`config.mk`:
```
export PLATFORM = sky130hd
export DESIGN_NAME = vfa_sqrt
export DESIGN_NICKNAME = d
export VERILOG_FILES = /design/src/rtl/vec3_fixed_point_alu_unit_defines.svh /design/src/rtl/vfa_sqrt.sv
export SDC_FILE = /design/constraint.sdc
export NUM_CORES = 2
export LEC_CHECK = 0
export BUFFER_PORTS_ARGS = -buffer_cell sky130_fd_sc_hd__buf_2
export CAP_MARGIN = 20
export CORE_ASPECT_RATIO = 1.4
export CORE_MARGIN = 1.5
export CORE_UTILIZATION = 67
export DETAILED_ROUTE_END_ITERATION = 16
export PLACE_DENSITY = 0.84
export SLEW_MARGIN = 20
export SYNTH_ARGS = -nofsm -noshare
export SYNTH_HDL_FRONTEND = slang
export SYNTH_MEMORY_MAX_BITS = 65536
export SYNTH_SLANG_ARGS = --single-unit
```
`constraint.sdc`:
```
create_clock -name clk -period 5.5 [get_ports clk]
set_clock_uncertainty 0.15 [all_clocks]
set_input_delay 1.375 -clock clk [delete_from_list [all_inputs] [get_ports clk]]
set_output_delay 1.375 -clock clk [all_outputs]
set_load 0.02 [all_outputs]
```
`src/rtl/vec3_fixed_point_alu_unit_defines.svh`:
```
// Assertion macros shared by the vector ALU.
`ifndef VEC3_FIXED_POINT_ALU_UNIT_DEFINES_SVH
`define VEC3_FIXED_POINT_ALU_UNIT_DEFINES_SVH

// The consequent must hold in the same cycle as the antecedent.
`define VFA_ASSERT_SAME(lbl, ante, cons, msg) \
  lbl: assert property (@(posedge clk) disable iff (!rst_n) (ante) |-> (cons)) \
    else $error(msg);

// The consequent must hold in the cycle after the antecedent.
`define VFA_ASSERT_NEXT(lbl, ante, cons, msg) \
  lbl: assert property (@(posedge clk) disable iff (!rst_n) (ante) |=> (cons)) \
    else $error(msg);

`endif

```
`src/rtl/vfa_sqrt.sv`:
```
module vfa_sqrt #(
  parameter int ROOT_BITS = 33
) (
  input  logic                     clk,
  input  logic [2*ROOT_BITS-1:0]   radicand,
  output logic [ROOT_BITS-1:0]     root
);
  localparam int RAD_W = 2 * ROOT_BITS;
  localparam int REM_W = ROOT_BITS + 3;

  logic [REM_W-1:0]     rem_r  [ROOT_BITS];
  logic [ROOT_BITS-1:0] root_r [ROOT_BITS];
  logic [RAD_W-1:0]     rad_r  [ROOT_BITS];

  // One result bit per stage, two radicand bits consumed per stage.
  for (genvar k = 0; k < ROOT_BITS; k++) begin : g_stage
    logic [REM_W-1:0]     rem_in;
    logic [REM_W-1:0]     rem_sh;
    logic [REM_W-1:0]     trial;
    logic [ROOT_BITS-1:0] root_in;
    logic [RAD_W-1:0]     rad_in;
    logic                 ge;
    if (k == 0) begin : g_first
      assign rem_in  = '0;
      assign root_in = '0;
      assign rad_in  = radicand;
    end else begin : g_next
      assign rem_in  = rem_r[k-1];
      assign root_in = root_r[k-1];
      assign rad_in  = rad_r[k-1];
    end
    assign rem_sh = {rem_in[REM_W-3:0], rad_in[RAD_W-1-2*k -: 2]};
    assign trial  = {1'b0, root_in, 2'b01};
    assign ge     = rem_sh >= trial;
    always_ff @(posedge clk) begin
      rem_r[k]  <= ge ? rem_sh - trial : rem_sh;
      root_r[k] <= {root_in[ROOT_BITS-2:0], ge};
      rad_r[k]  <= rad_in;
    end
  end

  assign root = root_r[ROOT_BITS-1];

endmodule

```
Yosys cells after proc, flatten, opt, wreduce, memory -nomap -nowiden

Memory sizes are Yosys's and may differ from the RTL's.
Cells that the tools add are included.

Bits in registers: 0
RAM bits: 4455
Logic and storage cells: 102
Memories kept: 3

Add/sub/neg operators: 33
Order comparisons: 33
Mux-type cells: 33

Memory list:

| name   | depth | width | read ports | clocked after Yosys merged registers in | wr ports | RTL line       | source |
|---|---|---|---|---|---|---|---|
| rad_r  | 33    | 66    | 32         | 0                                       | 33       | vfa_sqrt.sv:13 | `logic [RAD_W-1:0] rad_r [ROOT_BITS];` |
| rem_r  | 33    | 36    | 32         | 0                                       | 33       | vfa_sqrt.sv:11 | `logic [REM_W-1:0] rem_r [ROOT_BITS];` |
| root_r | 33    | 33    | 33         | 0                                       | 33       | vfa_sqrt.sv:12 | `logic [ROOT_BITS-1:0] root_r [ROOT_BITS];` |

Operators by type and width:

| kind                | number |
|---|---|
| $mux 36             | 33 |
| $ge 36x35->1        | 32 |
| $sub 36x35->36      | 32 |
| $sub 2x1->3 const B | 1 |
| $ge 2x1->1 const B  | 1 |

Longest topological paths before layout

An unclocked memory read counts as a cell.

Word-level depth: 3
Depth in mapped cells: 14
Depth with buffers taken out: 12

Least setup slack after synthesis

No wires, ideal clock.

Path kind: register -> register
From: memory rem_r[0][237] in the netlist's numbering
To: memory rem_r[0][269] in the netlist's numbering
Data arrival time: 3295 ps
Required time: 5216 ps
Setup slack: 1922 ps
Stages on the path, launching flop included: 11
Path through: dfxtp_1 or4_1 or4_1 or2_0 or4_1 or4_1 nor4b_4 nand2b_1 buf_4 nor4_1 xor2_1

RTL lines:

| element         | RTL line |
|---|---|
| start, declared | vfa_sqrt.sv:11 |

==> flow_summary.html <==
<table>
<tr><th>Metric</th><th>Value</th></tr>
<tr><th colspan="2">Setup path</th></tr>
<tr><td>R2R Path End</td><td>rem_r[0][267]</td></tr>
<tr><td>Data arrival time at the worst-slack endpoint</td><td>about 4800 ps</td></tr>
<tr><td>Worst flop-to-flop path startpoint</td><td>rem_r[0][236]</td></tr>
<tr><td>Nature of the critical path startpoint</td><td>flop</td></tr>
<tr><td>Reg2Reg Setup Slack</td><td>between 1000 and 1500 ps</td></tr>
<tr><td>Critical path's most frequent cell</td><td>or4_1</td></tr>
<tr><td>CP top delay family</td><td>simple AND/OR/NAND/NOR gates</td></tr>
<tr><td>Start point of the critical path</td><td>rem_r[0][236]</td></tr>
<tr><td>Depth of the worst register-to-register path</td><td>10</td></tr>
<tr><td>Req. time, crit path</td><td>~6100 ps</td></tr>
<tr><td>CP peak stage delay</td><td>580 ps</td></tr>
<tr><td>Worst-path cell chain</td><td>or4_1 &gt; or4_1 &gt; or2_0 &gt; or4_1 &gt; or4_1 &gt; nor4b_4 &gt; buf_4 &gt; nand2b_1 &gt; nor4b_1 &gt; xor2_1</td></tr>
<tr><td>Count of buffer and inverter cells on the critical path</td><td>1</td></tr>
<tr><td>Endpoint of the worst setup timing path</td><td>rem_r[0][267]</td></tr>
<tr><td>Critical path fanouts, max</td><td>23</td></tr>
<tr><td>Max stage delay cell, worst path</td><td>or4_1</td></tr>
<tr><td>Critical setup path kind</td><td>flop to flop</td></tr>
<tr><td>Logic depth of the worst setup path including buffers</td><td>10</td></tr>
<tr><td>Category of the worst setup path capture point</td><td>flop</td></tr>
<tr><th colspan="2">Global routing</th></tr>
<tr><td>Global-route wire length before repair</td><td>between 300,000 and 400,000 um</td></tr>
<tr><td>Via count of the first global-routing pass</td><td>69,600</td></tr>
<tr><td>Total congestion overflow</td><td>0</td></tr>
<tr><td>Largest net degree at the start of global routing</td><td>57</td></tr>
<tr><td>Initial antenna violation count</td><td>9</td></tr>
<tr><td>Global-route usage over all layers</td><td>between 30% and 40%</td></tr>
<tr><th colspan="2">Timing</th></tr>
<tr><td>Max-slew violations</td><td>0</td></tr>
<tr><td>Transition time of the tightest slew-check pin</td><td>between 1000 and 1500 ps</td></tr>
<tr><td>RSZ-0062 raised after global routing</td><td>false</td></tr>
<tr><td>Minimum setup slack in the final design</td><td>1290 ps</td></tr>
<tr><td>Max_slew headroom</td><td>about a third</td></tr>
<tr><td>Total count of hold-check failures in the final report</td><td>0</td></tr>
<tr><td>Minimum clock period after layout</td><td>approximately 4200 ps</td></tr>
<tr><td>Setup TNS</td><td>0 ps</td></tr>
<tr><td>Worst hold margin</td><td>about 160 ps</td></tr>
<tr><td>Highest clock rate</td><td>~0.24 GHz</td></tr>
<tr><td>Final worst path period share</td><td>76.6%</td></tr>
<tr><td>Final number of setup-violating endpoints</td><td>0</td></tr>
<tr><th colspan="2">Clock tree</th></tr>
<tr><td>Quantity of hold-fixing buffers added after cts</td><td>0</td></tr>
<tr><td>Number of instances resized during post-cts repair</td><td>0</td></tr>
<tr><td>TritonCTS clock tree</td><td>built</td></tr>
<tr><td>Clock input transition at the sequential cells of the worst setup and hold paths</td><td>roughly 70 ps</td></tr>
<tr><td>Buffers from clock root to sink, at most</td><td>3</td></tr>
<tr><td>Clock Sinks</td><td>between 2,000 and 3,000</td></tr>
<tr><td>Number of levels in the clock H-tree</td><td>4</td></tr>
<tr><td>Worst-skew pair later-pin latency</td><td>roughly 870 ps</td></tr>
<tr><td>Total clock buffers created by CTS</td><td>around 220</td></tr>
<tr><td>Root buf cell</td><td>clkbuf_16</td></tr>
<tr><td>Number of buffers inserted by post-CTS setup repair</td><td>0</td></tr>
<tr><th colspan="2">Floorplan</th></tr>
<tr><td>Top-level I/O count</td><td>100</td></tr>
<tr><td>Die area</td><td>about 0.15 mm^2</td></tr>
<tr><td>Core Footprint</td><td>approximately 0.14 mm^2</td></tr>
<tr><td>Die Width</td><td>around 330 um</td></tr>
<tr><td>Cell Rows</td><td>roughly 170</td></tr>
<tr><td>Height of the die</td><td>roughly 450 um</td></tr>
<tr><td>Starting utilization of the core area</td><td>67.5%</td></tr>
<tr><th colspan="2">Place</th></tr>
<tr><td>Final RePlAce weighted congestion</td><td>about 0.98</td></tr>
<tr><td>Placement-stage worst setup slack</td><td>between 1000 and 1500 ps</td></tr>
<tr><td>Number of buffers inserted by port buffering</td><td>a little under 100</td></tr>
<tr><td>DP HPWL</td><td>about 170,000 um</td></tr>
<tr><th colspan="2">Synth</th></tr>
<tr><td>Flops &amp; latches, synth</td><td>around 2,700</td></tr>
<tr><td>Gate count after technology mapping</td><td>about 9,700</td></tr>
<tr><td>Post-synth cell types</td><td>between 80 and 90</td></tr>
<tr><td>Count of warnings emitted by yosys</td><td>0</td></tr>
<tr><td>Net count of the mapped netlist</td><td>slightly above 10,000</td></tr>
<tr><td>Cell area after technology mapping</td><td>0.0974 mm^2</td></tr>
<tr><td>Synth Flop Type</td><td>dfxtp_1</td></tr>
<tr><td>Share of synthesized area occupied by flip-flops and latches</td><td>54.5%</td></tr>
<tr><td>Number of enable-type register cells in the synthesized netlist</td><td>0</td></tr>
<tr><td>Share of synthesized flip-flops with an asynchronous set or reset</td><td>0%</td></tr>
<tr><td>Mapped Avg Cell Area</td><td>between 10 and 15 um^2</td></tr>
<tr><th colspan="2">Outcome</th></tr>
<tr><td>Result of the run</td><td>finished, final reports clean</td></tr>
<tr><th colspan="2">Finish</th></tr>
<tr><td>Area used by sequential logic in the layout</td><td>around 0.053 mm^2</td></tr>
<tr><td>Final #Nets</td><td>10,500</td></tr>
<tr><td>Fraction of layout cells with a size suffix above 1</td><td>between 6 and 7%</td></tr>
<tr><td>Area of combinational cells with multiple inputs</td><td>just over 0.04 mm^2</td></tr>
<tr><td>Fin util</td><td>approximately three quarters</td></tr>
<tr><td>Top library cells by usage in the layout, fill and taps aside</td><td>dfxtp_1, inv_1, nand2_1</td></tr>
<tr><td>Area overhead of the layout relative to synthesis</td><td>10.6%</td></tr>
<tr><td>FILL cells</td><td>around 9,800</td></tr>
<tr><td>Commonest non-fill, non-tap cell in the layout</td><td>dfxtp_1</td></tr>
<tr><th colspan="2">Routing</th></tr>
<tr><td>Post-DR wirelength/cell</td><td>approximately 19 um</td></tr>
<tr><td>Vias</td><td>68,700</td></tr>
<tr><td>Avg Vias per Cell</td><td>roughly 5.8</td></tr>
<tr><td>DRC</td><td>0</td></tr>
<tr><td>Number of DRC violations after detailed-routing iteration 0</td><td>roughly 4,000</td></tr>
<tr><td>Wire length after detailed routing</td><td>around 230,000 um</td></tr>
<tr><td>Router iterations before antenna repair</td><td>6</td></tr>
<tr><td>Final antenna-violating net count</td><td>0</td></tr>
<tr><th colspan="2">Pwr</th></tr>
<tr><td>Worst IR drop on VDD</td><td>around 420 uV</td></tr>
<tr><td>Overall power</td><td>roughly 50 mW</td></tr>
<tr><td>Leakage component of the power</td><td>approximately 50 nW</td></tr>
<tr><td>Cell area power density</td><td>approximately 460 mW/mm^2</td></tr>
<tr><th colspan="2">Hold path</th></tr>
<tr><td>Worst hold path startpoint</td><td>rad_r[0][1327]</td></tr>
<tr><td>Worst hold-check path type</td><td>flop to flop</td></tr>
<tr><th colspan="2">Job</th></tr>
<tr><td>Max-cap violations</td><td>0</td></tr>
</table>
stage by stage:
step / area, um^2 / instances
final: 108000 / 11900
after global routing: 108000 / 11900
after CTS: 108000 / 11900
after detailed placement: 99900 / 11500
after global placement: 99900 / 11500
after floorplan: 97400 / 9655
where the power goes:
group | switching, mW | total, mW | internal, mW
sequential | 2.66 | 25.1 | 22.4
combinational | 4.84 | 8.53 | 3.69
clock | 7.10 | 16.3 | 9.22
total | 14.6 | 49.9 | 35.3
flip-flops by register name, summed over array words and instances, names as in the netlist:
register  flops
rad_r      1056
root_r      561
rem_r      1037
layer usage:
metal	GRT usage [%]	wire length (um)	up-vias
met1	28.6	78300	32100
met3	3.73	8820	1017
met4	25.5	20600	0
met2	56.9	119000	2280
met5	0	0	-
li1	-	-	33300
worst min path at each step:
stage,end,slack (ps),depth (start not counted)
after floorplan,rad_r[0][1000],160,0
after global placement,rad_r[0][1266],160,0
after detailed placement,rad_r[0][1002],160,0
after CTS,rad_r[0][1591],160,0
after global routing,rad_r[0][1393],160,0
final,rad_r[0][1393],160,0
Yosys cell counts, types with 11 or more instances:
| cell type | number | share of area [%] |
|---|---|---|
| o211ai_1 | 46 | 0.35 |
| nor4_1 | 120 | 0.77 |
| nor4b_1 | 20 | 0.18 |
| nand3b_1 | 25 | 0.19 |
| o31ai_1 | 62 | 0.48 |
| nor2b_1 | 73 | 0.47 |
| xnor2_1 | 428 | 3.8 |
| o31a_1 | 15 | 0.13 |
| o21bai_1 | 40 | 0.31 |
| nand2_1 | 688 | 2.7 |
| a21boi_0 | 29 | 0.22 |
| a21o_1 | 236 | 1.8 |
| nor2_1 | 579 | 2.2 |
| or3_1 | 109 | 0.70 |
| a31oi_1 | 55 | 0.35 |
| nand3_1 | 139 | 0.71 |
| clkbuf_1 | 183 | 0.70 |
| nand4_1 | 98 | 0.63 |
| o22ai_1 | 13 | 0.083 |
| o21a_1 | 101 | 0.78 |
| a2111oi_0 | 22 | 0.20 |
| nor3b_1 | 23 | 0.18 |
| a21oi_1 | 596 | 3.1 |
| a211oi_1 | 55 | 0.42 |
| a31o_2 | 13 | 0.12 |
| xor2_1 | 460 | 4.1 |
| mux2_2 | 65 | 0.75 |
| or2_2 | 45 | 0.29 |
| buf_1 | 16 | 0.062 |
| or4_1 | 74 | 0.57 |
| nand4b_1 | 14 | 0.13 |
| and3_1 | 48 | 0.31 |
| a41oi_1 | 14 | 0.13 |
| nor3_1 | 242 | 1.2 |
| nand2b_1 | 105 | 0.67 |
| o2111ai_1 | 12 | 0.11 |
| dfxtp_1 | 2654 | 55 |
| a221o_1 | 14 | 0.14 |
| o21ai_0 | 540 | 2.8 |
| and2_1 | 31 | 0.20 |
| inv_1 | 771 | 3.0 |
| ha_1 | 596 | 7.7 |
| a211o_1 | 24 | 0.22 |
| mux2i_1 | 11 | 0.11 |
cell families after synthesis:
| group | share of synthesized area (%) |
|---|---|
| DFF | 54.5 |
| and+or+nand+nor | 12.5 |
| AOI/OAI and AO/OA | 12.7 |
| buffers and inverters | 3.80 |
| xor gates and xnor gates | 7.98 |
| adders and majority gates | 7.65 |
| muxes | 0.864 |
| other | 0.00385 |
layout make-up:
| class | instances | area share, % |
|---|---|---|
| repair buffers | 129 | 0.669 |
| clock inverters | 116 | 1.36 |
| flip-flops and latches | 2654 | 49.3 |
| well taps | 1920 | 2.23 |
| multi-input cells | 6020 | 37.8 |
| inverters | 773 | 2.69 |
| diodes | 18 | 0.0418 |
| clock buffers | 304 | 5.90 |
(Power assumes the default switching activity.)
