## config.mk

```make
export PLATFORM = sky130hd
export DESIGN_NAME = vfa_delay
export DESIGN_NICKNAME = d
export VERILOG_FILES = /design/src/rtl/vec3_fixed_point_alu_unit_defines.svh /design/src/rtl/vfa_delay.sv
export SDC_FILE = /design/constraint.sdc
export NUM_CORES = 1
export LEC_CHECK = 0
export BUFFER_PORTS_ARGS = -buffer_cell sky130_fd_sc_hd__buf_2
export CAP_MARGIN = 10
export CORE_MARGIN = 2
export CORE_UTILIZATION = 49
export DETAILED_ROUTE_END_ITERATION = 12
export PLACE_DENSITY_LB_ADDON = 0.15
export SLEW_MARGIN = 20
export SYNTH_ARGS = -nofsm -noshare
export SYNTH_HDL_FRONTEND = slang
export SYNTH_SLANG_ARGS = --single-unit
```

## constraint.sdc

```tcl
create_clock -name clk -period 1.18 [get_ports clk]
set_clock_uncertainty 0.2 [all_clocks]
set_input_delay 0.059 -clock clk [delete_from_list [all_inputs] [get_ports clk]]
set_output_delay 0.059 -clock clk [all_outputs]
set_load 0.03 [all_outputs]
```

## src/rtl/vec3_fixed_point_alu_unit_defines.svh

```systemverilog
// Assertion macros shared by the vector ALU.
`ifndef VEC3_FIXED_POINT_ALU_UNIT_DEFINES_SVH
`define VEC3_FIXED_POINT_ALU_UNIT_DEFINES_SVH

// The consequent must hold in the same cycle as the antecedent.
`define VFA_ASSERT_SAME(lbl, ante, cons, msg) \
  lbl: assert property (@(posedge clk) disable iff (!rst_n) (ante) |-> (cons)) \
    else $error(msg);

// The consequent must hold in the cycle after the antecedent.
`define VFA_ASSERT_NEXT(lbl, ante, cons, msg) \
  lbl: assert property (@(posedge clk) disable iff (!rst_n) (ante) |=> (cons)) \
    else $error(msg);

`endif

```

## src/rtl/vfa_delay.sv

```systemverilog
module vfa_delay #(
  parameter int DEPTH  = 4,
  parameter int DATA_W = 8
) (
  input  logic              clk,
  input  logic              rst_n,
  input  logic              vld_in,
  input  logic [DATA_W-1:0] dat_in,
  output logic              vld_out,
  output logic [DATA_W-1:0] dat_out
);
  logic              vld_r [DEPTH];
  logic [DATA_W-1:0] dat_r [DEPTH];

  always_ff @(posedge clk) begin
    if (!rst_n) begin
      for (int i = 0; i < DEPTH; i++) begin
        vld_r[i] <= 1'b0;
      end
    end else begin
      vld_r[0] <= vld_in;
      for (int i = 1; i < DEPTH; i++) begin
        vld_r[i] <= vld_r[i-1];
      end
    end
  end

  always_ff @(posedge clk) begin
    dat_r[0] <= dat_in;
    for (int i = 1; i < DEPTH; i++) begin
      dat_r[i] <= dat_r[i-1];
    end
  end

  assign vld_out = vld_r[DEPTH-1];
  assign dat_out = dat_r[DEPTH-1];

endmodule

```

; ---- Word-level counts from Yosys, hierarchy flattened
; Memory sizes are Yosys's and may differ from the RTL's.
; Cells that the tools add are included.
; W data, S select, Z words.
[totals]
register_bits = 0
latchBits = 0
ram_bits = 36
mem_bits_ro = 0
inputBits = 11
output_inout_bits = 9
word_cells = 12
n_memories = 2
[memory_table]
columns = memory, depth, width, rd, rd_ports_with_merged_regs, write_ports, line
row1 = dat_r, 4, 8, 4, 0, 4, vfa_delay.sv:13  ; logic [DATA_W-1:0] dat_r [DEPTH];
row2 = vld_r, 4, 1, 4, 0, 4, vfa_delay.sv:12  ; logic vld_r [DEPTH];
[op_classes]
add_sub_neg = 0
multipliers = 0
div_mod_pow = 0
n_lt_le_gt_ge = 0
eq_ne = 0
shift = 0
muxes = 6
bitwise = 4
reduce_logical = 0
[op_table]
columns = op, n
row1 = $mux W1, 6
row2 = $or A1 B1 Y1, 4

; ---- Logic depth before layout (Yosys ltp)
; Gate-level depths: netlist (run 1).
[logic_depth]
ltp_word = 2
mapped_depth = 1
ltp_nobuf = 1

; ---- Worst setup path after synthesis (run 1)
; OpenSTA, ideal clock, no wires.
[synth_timing]
path_type = flip-flop to output port
start = memory dat_r[3][0]
end = output port dat_out[0]
arrival_time_ns = 0.459
setup_slack_ns = 0.462
stages_incl_launch_ff = 1
path_buffers = 0
path_cell_list = dfxtp_1
[synth_lines]
columns = element, line
row1 = start: declaration, vfa_delay.sv:13
row2 = end: declaration, vfa_delay.sv:10  ; output logic [DATA_W-1:0] dat_out

==> results of run 1 <==
## synth_stat cells, drive strengths merged
| cell type | number | area, µm² |
|---|---|---|
| dfxtp | 36 | 721 |
| and2 | 4 | 25.0 |
## report_power, final
part	internal, W	switching (W)
Clock	0.000338	0.000323
Sequential	0.00128	0.0000119
Combinational	0.0000450	0.0000437
## final cells by class
type / instances / area (µm²) / area share [%]
repair buffers: 29 / 195 / 19.0
well taps: 16 / 20.0 / 1.95
multi-input cells: 4 / 25.0 / 2.44
flip-flops and latches: 36 / 721 / 70.2
clock buffers: 7 / 65.1 / 6.34
## per-layer routing
layer | track usage, % | routed length, µm | vias to the layer above
met5 | 0 | 0 | -
met3 | 7.66 | 68 | 0
met1 | 9.70 | 303 | 166
li1 | - | - | 191
met2 | 15.8 | 354 | 19
met4 | 7.27 | 0 | 0
## registers in the layout, summed over array words and instances (netlist names)
register	cells
vld_r	4
dat_r	32
## cell usage in the layout (no fill, tap or decap), drive strengths merged
master and n:
dfxtp 36, buf 19, dlygate4sd3 10, clkbuf 7
and2 4
## final timing paths
path	cells after the start	endpoint	from	slack, ns
min	0	dat_r[2][7]	dat_r[1][7]	0.13
max reg2reg	1	vld_r[3]	vld_r[2]	0.43
max	1	dat_out[7]	dat_r[3][7]	0.11
min reg2reg	0	dat_r[2][7]	dat_r[1][7]	0.13
## through the flow
step | hold slack [ns] | utilization [%]
after global placement | -0.0388 | 58.5
after CTS | 0.133 | 69.7
after detailed placement | -0.0374 | 58.5
after floorplan | -0.113 | -
final | 0.132 | 69.7
after global routing | 0.140 | 69.7
## kinds of logic (layout without fill, tap and decap cells)
group | Yosys count | count (layout) | synth area share [%]
buf+inv | 0 | 36 | 0
flops | 36 | 36 | 96.6
simple gates | 4 | 4 | 3.36
==> metrics.json, run 1 <==
{
  "status": {
    "status": "completed"
  },
  "timing": {
    "timing.final.crit_period_ns": 1.07,
    "setup_repair_after_global_routing_missed_its_margin": "false",
    "setup_viol_count_final": 0,
    "slew-limit-headroom_pct": 89.8,
    "tns_ns": 0,
    "post-route-period-util_pct": 90.4,
    "timing_hold_violations_final": 0,
    "final_critical_path_setup_slack_ns": 0.113,
    "fmaxAchievable_mhz": 937,
    "final_max_slew_viol_count": 0,
    "worstMarginPinSlew_ns": 0.154
  },
  "global_route": {
    "globalRouteTotalUtil_pct": 10.4,
    "grt_max_degree": 11,
    "wire_length_of_the_first_global_routing_pass_mm": 1.26,
    "grt_overflow": 0,
    "number_of_global_route_vias_before_repair": 336,
    "grt_antenna_before_repair": 0
  },
  "place": {
    "gpl.final_weighted_congestion": 0.556,
    "port_buffers": 19,
    "dpl_worst_slack_ns": 0.445,
    "placedInstanceArea_um2": 861,
    "placed_cells": 75
  },
  "die": {
    "initial_core_util_pct": 50.7,
    "row_count": 14,
    "placeable_area_mm2": 0.00147,
    "dieArea_mm2": 0.00185,
    "die_height_um": 43.0,
    "die_x_um": 43.0,
    "i_o_pins": 20
  },
  "job": {
    "max_cap_viol_count": 0
  },
  "clock_network": {
    "insertion_delay_ns": 0.31,
    "cts_hold_buffers": 10,
    "clock_pin_slew_on_the_worst_setup_and_hold_paths_ns": 0.09,
    "cts.repair.resized": 0,
    "cts-root-buf": "sky130_fd_sc_hd__clkbuf_4",
    "htreeDepth": 2,
    "cts.repair_timing.setup_buffer_count": 0,
    "clockBufferDepth": 2,
    "cts_tree": "built",
    "numClockSinks": 36,
    "numCtsBuffers": 5
  },
  "power_and_ir_drop": {
    "irDropWorstVdd_mv": 1.18,
    "areal_power_density_over_the_cells_mw_per_mm2": 1990,
    "total_power_w": 0.00204,
    "p_leak_nw": 0.470
  },
  "setup_path": {
    "setup.worst_path.class": "reg2out",
    "critical_path_buf_inv_count": 1,
    "cp_cell_sequence": "buf_2",
    "cpMaxStageDelayCell": "sky130_fd_sc_hd__dfxtp_1",
    "crit_arrival_ns": 0.81,
    "critPathTopFamily": "flip-flops",
    "startpoint_type": "flip-flop",
    "kind_of_end_point_of_the_critical_path": "output port",
    "cp_slowest_stage_delay_ns": 0.32,
    "cp_max_fo": 1,
    "cp_data_required_time_ns": 0.92
  },
  "logic_synthesis": {
    "syn-cell-area_um2": 746,
    "post_synth_num_cell_types": 2,
    "netlist_instances": 40,
    "yosys_warnings": 0,
    "postSynthNetCount": 51,
    "postSynthRegisterBits": 36,
    "per_instance_average_area_after_synthesis_um2": 18.6,
    "synth.yosys.seq_area_share_pct": 96.6
  },
  "min_path": {
    "hold_crit_class": "reg2reg"
  },
  "detailed_routing": {
    "drtAntennaViolNets": 0,
    "dr.pass1.iters": 1,
    "viasPerCell": 4.09,
    "vias": 376,
    "wl_per_cell_um": 7.90,
    "violation_count_after_the_first_detailed_route_iteration": 0,
    "finalWirelength_um": 727,
    "drc_errors": 0
  },
  "layout": {
    "stdcell_area_mm2": 0.00103,
    "fillCellCount": 108,
    "fin_cells": 92,
    "drive_above_1_share_pct": 34.2,
    "antenna_cells_inserted": 0,
    "layout.nets": 87,
    "areaGrowthSynthToFinish_pct": 37.6
  }
}
No activity file was read; power rests on OpenSTA's default activity.
==> run 2: changes to the inputs <==
--- a/config.mk
+++ b/config.mk
@@ -11,6 +11,7 @@
 export CORE_UTILIZATION = 49
 export DETAILED_ROUTE_END_ITERATION = 12
 export PLACE_DENSITY_LB_ADDON = 0.15
+export SETUP_SLACK_MARGIN = 0.3
 export SLEW_MARGIN = 20
 export SYNTH_ARGS = -nofsm -noshare
 export SYNTH_HDL_FRONTEND = slang
==> run 2 against run 1 <==
Register-to-register slack about the same; worst hold slack worse by 0.0022 ns; sequential power about the same; combinational power is 20% higher; critical path depth unchanged; critical path type unchanged; critical endpoint is now vld_out.
==> metrics.json, run 2 (same netlist as run 1, synthesis figures left out) <==
{
  "timing": {
    "slew-limit-headroom": {"value": 94.0, "unit": "%", "change": "+4.2 points"},
    "final_max_slew_viol_count": {"value": 0, "change": "unchanged"},
    "post-route-period-util": {"value": 86.6, "unit": "%", "change": "-3.8 points"},
    "timing_hold_violations_final": {"value": 0, "change": "unchanged"},
    "timing.final.crit_period": {"value": 1.02, "unit": "ns", "change": "-0.0452 ns"},
    "fmaxAchievable": {"value": 978, "unit": "MHz", "change": "+4.4%"},
    "setup_repair_after_global_routing_missed_its_margin": "true",
    "setup_viol_count_final": {"value": 0, "change": "unchanged"},
    "tns": {"value": 0, "unit": "ns", "change": "unchanged"},
    "worstMarginPinSlew": {"value": 0.0896, "unit": "ns", "change": "-0.0645 ns"}
  },
  "status": {
    "status": "completed"
  },
  "setup_path": {
    "setup.worst_path.class": "reg2out",
    "startpoint_type": "flip-flop",
    "crit_arrival": {"value": 0.76, "unit": "ns", "change": "-0.05 ns"},
    "cp_max_fo": {"value": 1, "change": "unchanged"},
    "critical_path_buf_inv_count": {"value": 1, "change": "unchanged"},
    "cp_slowest_stage_delay": {"value": 0.33, "unit": "ns", "change": "about the same"},
    "critPathTopFamily": "flip-flops",
    "cpMaxStageDelayCell": "sky130_fd_sc_hd__dfxtp_2",
    "r2r_slack": {"value": 0.43, "unit": "ns", "change": "about the same"},
    "cp_cell_sequence": "buf_6",
    "kind_of_end_point_of_the_critical_path": "output port",
    "cp_data_required_time": {"value": 0.92, "unit": "ns", "change": "about the same"}
  },
  "detailed_routing": {
    "vias": {"value": 388, "change": "+3.2%"},
    "wl_per_cell": {"value": 8.51, "unit": "µm", "change": "+7.7%"},
    "viasPerCell": {"value": 4.22, "change": "+3.2%"},
    "drc_errors": {"value": 0, "change": "unchanged"},
    "finalWirelength": {"value": 783, "unit": "µm", "change": "+7.7%"},
    "violation_count_after_the_first_detailed_route_iteration": {"value": 1, "change": "+1"},
    "drtAntennaViolNets": {"value": 0, "change": "unchanged"},
    "dr.pass1.iters": {"value": 3, "change": "+2"}
  },
  "layout": {
    "registers.top_by_ff_count": "dat_r",
    "layout.area.seq": {"value": 732, "unit": "µm²", "change": "+1.6%"},
    "multi_input_gate_area": {"value": 25.0, "unit": "µm²", "change": "unchanged"},
    "layout.nets": {"value": 87, "change": "unchanged"},
    "mostFrequentLayoutCells": "sky130_fd_sc_hd__dfxtp_1, sky130_fd_sc_hd__dlygate4sd3_1, sky130_fd_sc_hd__buf_2",
    "fillCellCount": {"value": 98, "change": "-9.3%"},
    "layout.cells.most_common": "sky130_fd_sc_hd__dfxtp_1",
    "areaGrowthSynthToFinish_pct": 46.6,
    "largest_register_ff_count": {"value": 32, "change": "unchanged"},
    "antenna_cells_inserted": {"value": 0, "change": "unchanged"},
    "drive_above_1_share": {"value": 46.1, "unit": "%", "change": "+12 points"},
    "reg_top3": "dat_r x32, vld_r x4"
  },
  "clock_network": {
    "cts_tree": "built",
    "clockBufferDepth": {"value": 2, "change": "unchanged"},
    "htreeDepth": {"value": 2, "change": "unchanged"},
    "cts.repair_timing.setup_buffer_count": {"value": 0, "change": "unchanged"},
    "numClockSinks": {"value": 36, "change": "unchanged"},
    "numCtsBuffers": {"value": 5, "change": "unchanged"},
    "insertion_delay": {"value": 0.30, "unit": "ns", "change": "about the same"},
    "cts-root-buf": "sky130_fd_sc_hd__clkbuf_4",
    "clock_pin_slew_on_the_worst_setup_and_hold_paths": {"value": 0.09, "unit": "ns", "change": "about the same"}
  },
  "power_and_ir_drop": {
    "total_power": {"value": 0.00206, "unit": "W", "change": "+1.2%"},
    "irDropWorstVdd": {"value": 1.19, "unit": "mV", "change": "+0.34%"},
    "areal_power_density_over_the_cells": {"value": 1890, "unit": "mW/mm²", "change": "-5.0%"},
    "p_leak": {"value": 0.488, "unit": "nW", "change": "+3.9%"}
  },
  "global_route": {
    "grt_max_degree": {"value": 11, "change": "unchanged"},
    "number_of_global_route_vias_before_repair": {"value": 374, "change": "+11%"},
    "grt_overflow": {"value": 0, "change": "unchanged"},
    "wire_length_of_the_first_global_routing_pass": {"value": 1.40, "unit": "mm", "change": "+11%"},
    "grt_antenna_before_repair": {"value": 0, "change": "unchanged"},
    "globalRouteTotalUtil": {"value": 11.4, "unit": "%", "change": "+0.98 points"}
  },
  "die": {
    "dieArea": {"value": 0.00185, "unit": "mm²", "change": "unchanged"},
    "i_o_pins": {"value": 20, "change": "unchanged"},
    "die_height": {"value": 43.0, "unit": "µm", "change": "unchanged"},
    "placeable_area": {"value": 0.00147, "unit": "mm²", "change": "unchanged"},
    "row_count": {"value": 14, "change": "unchanged"},
    "die_x": {"value": 43.0, "unit": "µm", "change": "unchanged"},
    "initial_core_util": {"value": 50.7, "unit": "%", "change": "unchanged"}
  },
  "place": {
    "gpl.final_weighted_congestion": {"value": 0.556, "change": "unchanged"},
    "port_buffers": {"value": 19, "change": "unchanged"}
  },
  "job": {
    "max_cap_viol_count": {"value": 0, "change": "unchanged"}
  },
  "min_path": {
    "hold_crit_class": "reg2reg"
  }
}
-- run 2: cell types whose count changed in the layout (fill, tap and decap cells not counted) --
cell / before / now
sky130_fd_sc_hd__buf_2: 19 / 10
sky130_fd_sc_hd__buf_6: 0 / 9
sky130_fd_sc_hd__dfxtp_2: 0 / 9
sky130_fd_sc_hd__dfxtp_1: 36 / 27
-- run 2: repair_timing --
action                                  4_1_cts  5_1_grt
hold buffers                                 10        0
endpoints found under the hold margin        12        0
endpoints found under the setup margin        9        9
resized for setup                            27        0
-- run 2: layout make-up --
type | count | share of cell area [%]
timing repair buffer | 29 | 23.0
tap | 16 | 1.83
sequential | 36 | 66.9
clock buffer | 7 | 5.95
multi-input combinational | 4 | 2.29
-- run 2: power by group --
| group | total [W] | internal, W | leakage (nW) | switching, W |
|---|---|---|---|---|
| Clock | 0.000662 | 0.000338 | 0.0374 | 0.000324 |
| Combinational | 0.000106 | 0.0000625 | 0.147 | 0.0000437 |
| Sequential | 0.00130 | 0.00128 | 0.303 | 0.0000156 |
-- run 2: final timing paths --
check              startpoint           to  cells after the start
setup / recovery     vld_r[3]      vld_out                      1
hold / removal    dat_r[2][3]  dat_r[3][3]                      0
setup reg to reg     vld_r[2]     vld_r[3]                      1
hold reg to reg   dat_r[2][3]  dat_r[3][3]                      0
-- run 2: through the flow --
step | hold slack, ns | setup WS [ns] | area [µm²] | std cells | util (%)
floorplan | -0.113 | 0.462 | 746 | 40 | -
global placement | -0.0388 | 0.449 | 861 | 75 | 58.5
detailed placement | -0.0374 | 0.445 | 861 | 75 | 58.5
CTS | 0.130 | 0.141 | 1090 | 92 | 74.3
global route | 0.137 | 0.106 | 1090 | 92 | 74.3
finish | 0.130 | 0.158 | 1090 | 92 | 74.3
-- run 2: metal layers --
metal / track usage (%) / part of all wire (%) / up-vias
met3: 7.66 / 8.6 / 0
met2: 19.1 / 53 / 20
met5: 0 / 0 / -
met1: 9.70 / 38 / 177
met4: 7.27 / 0 / 0
li1: - / - / 191
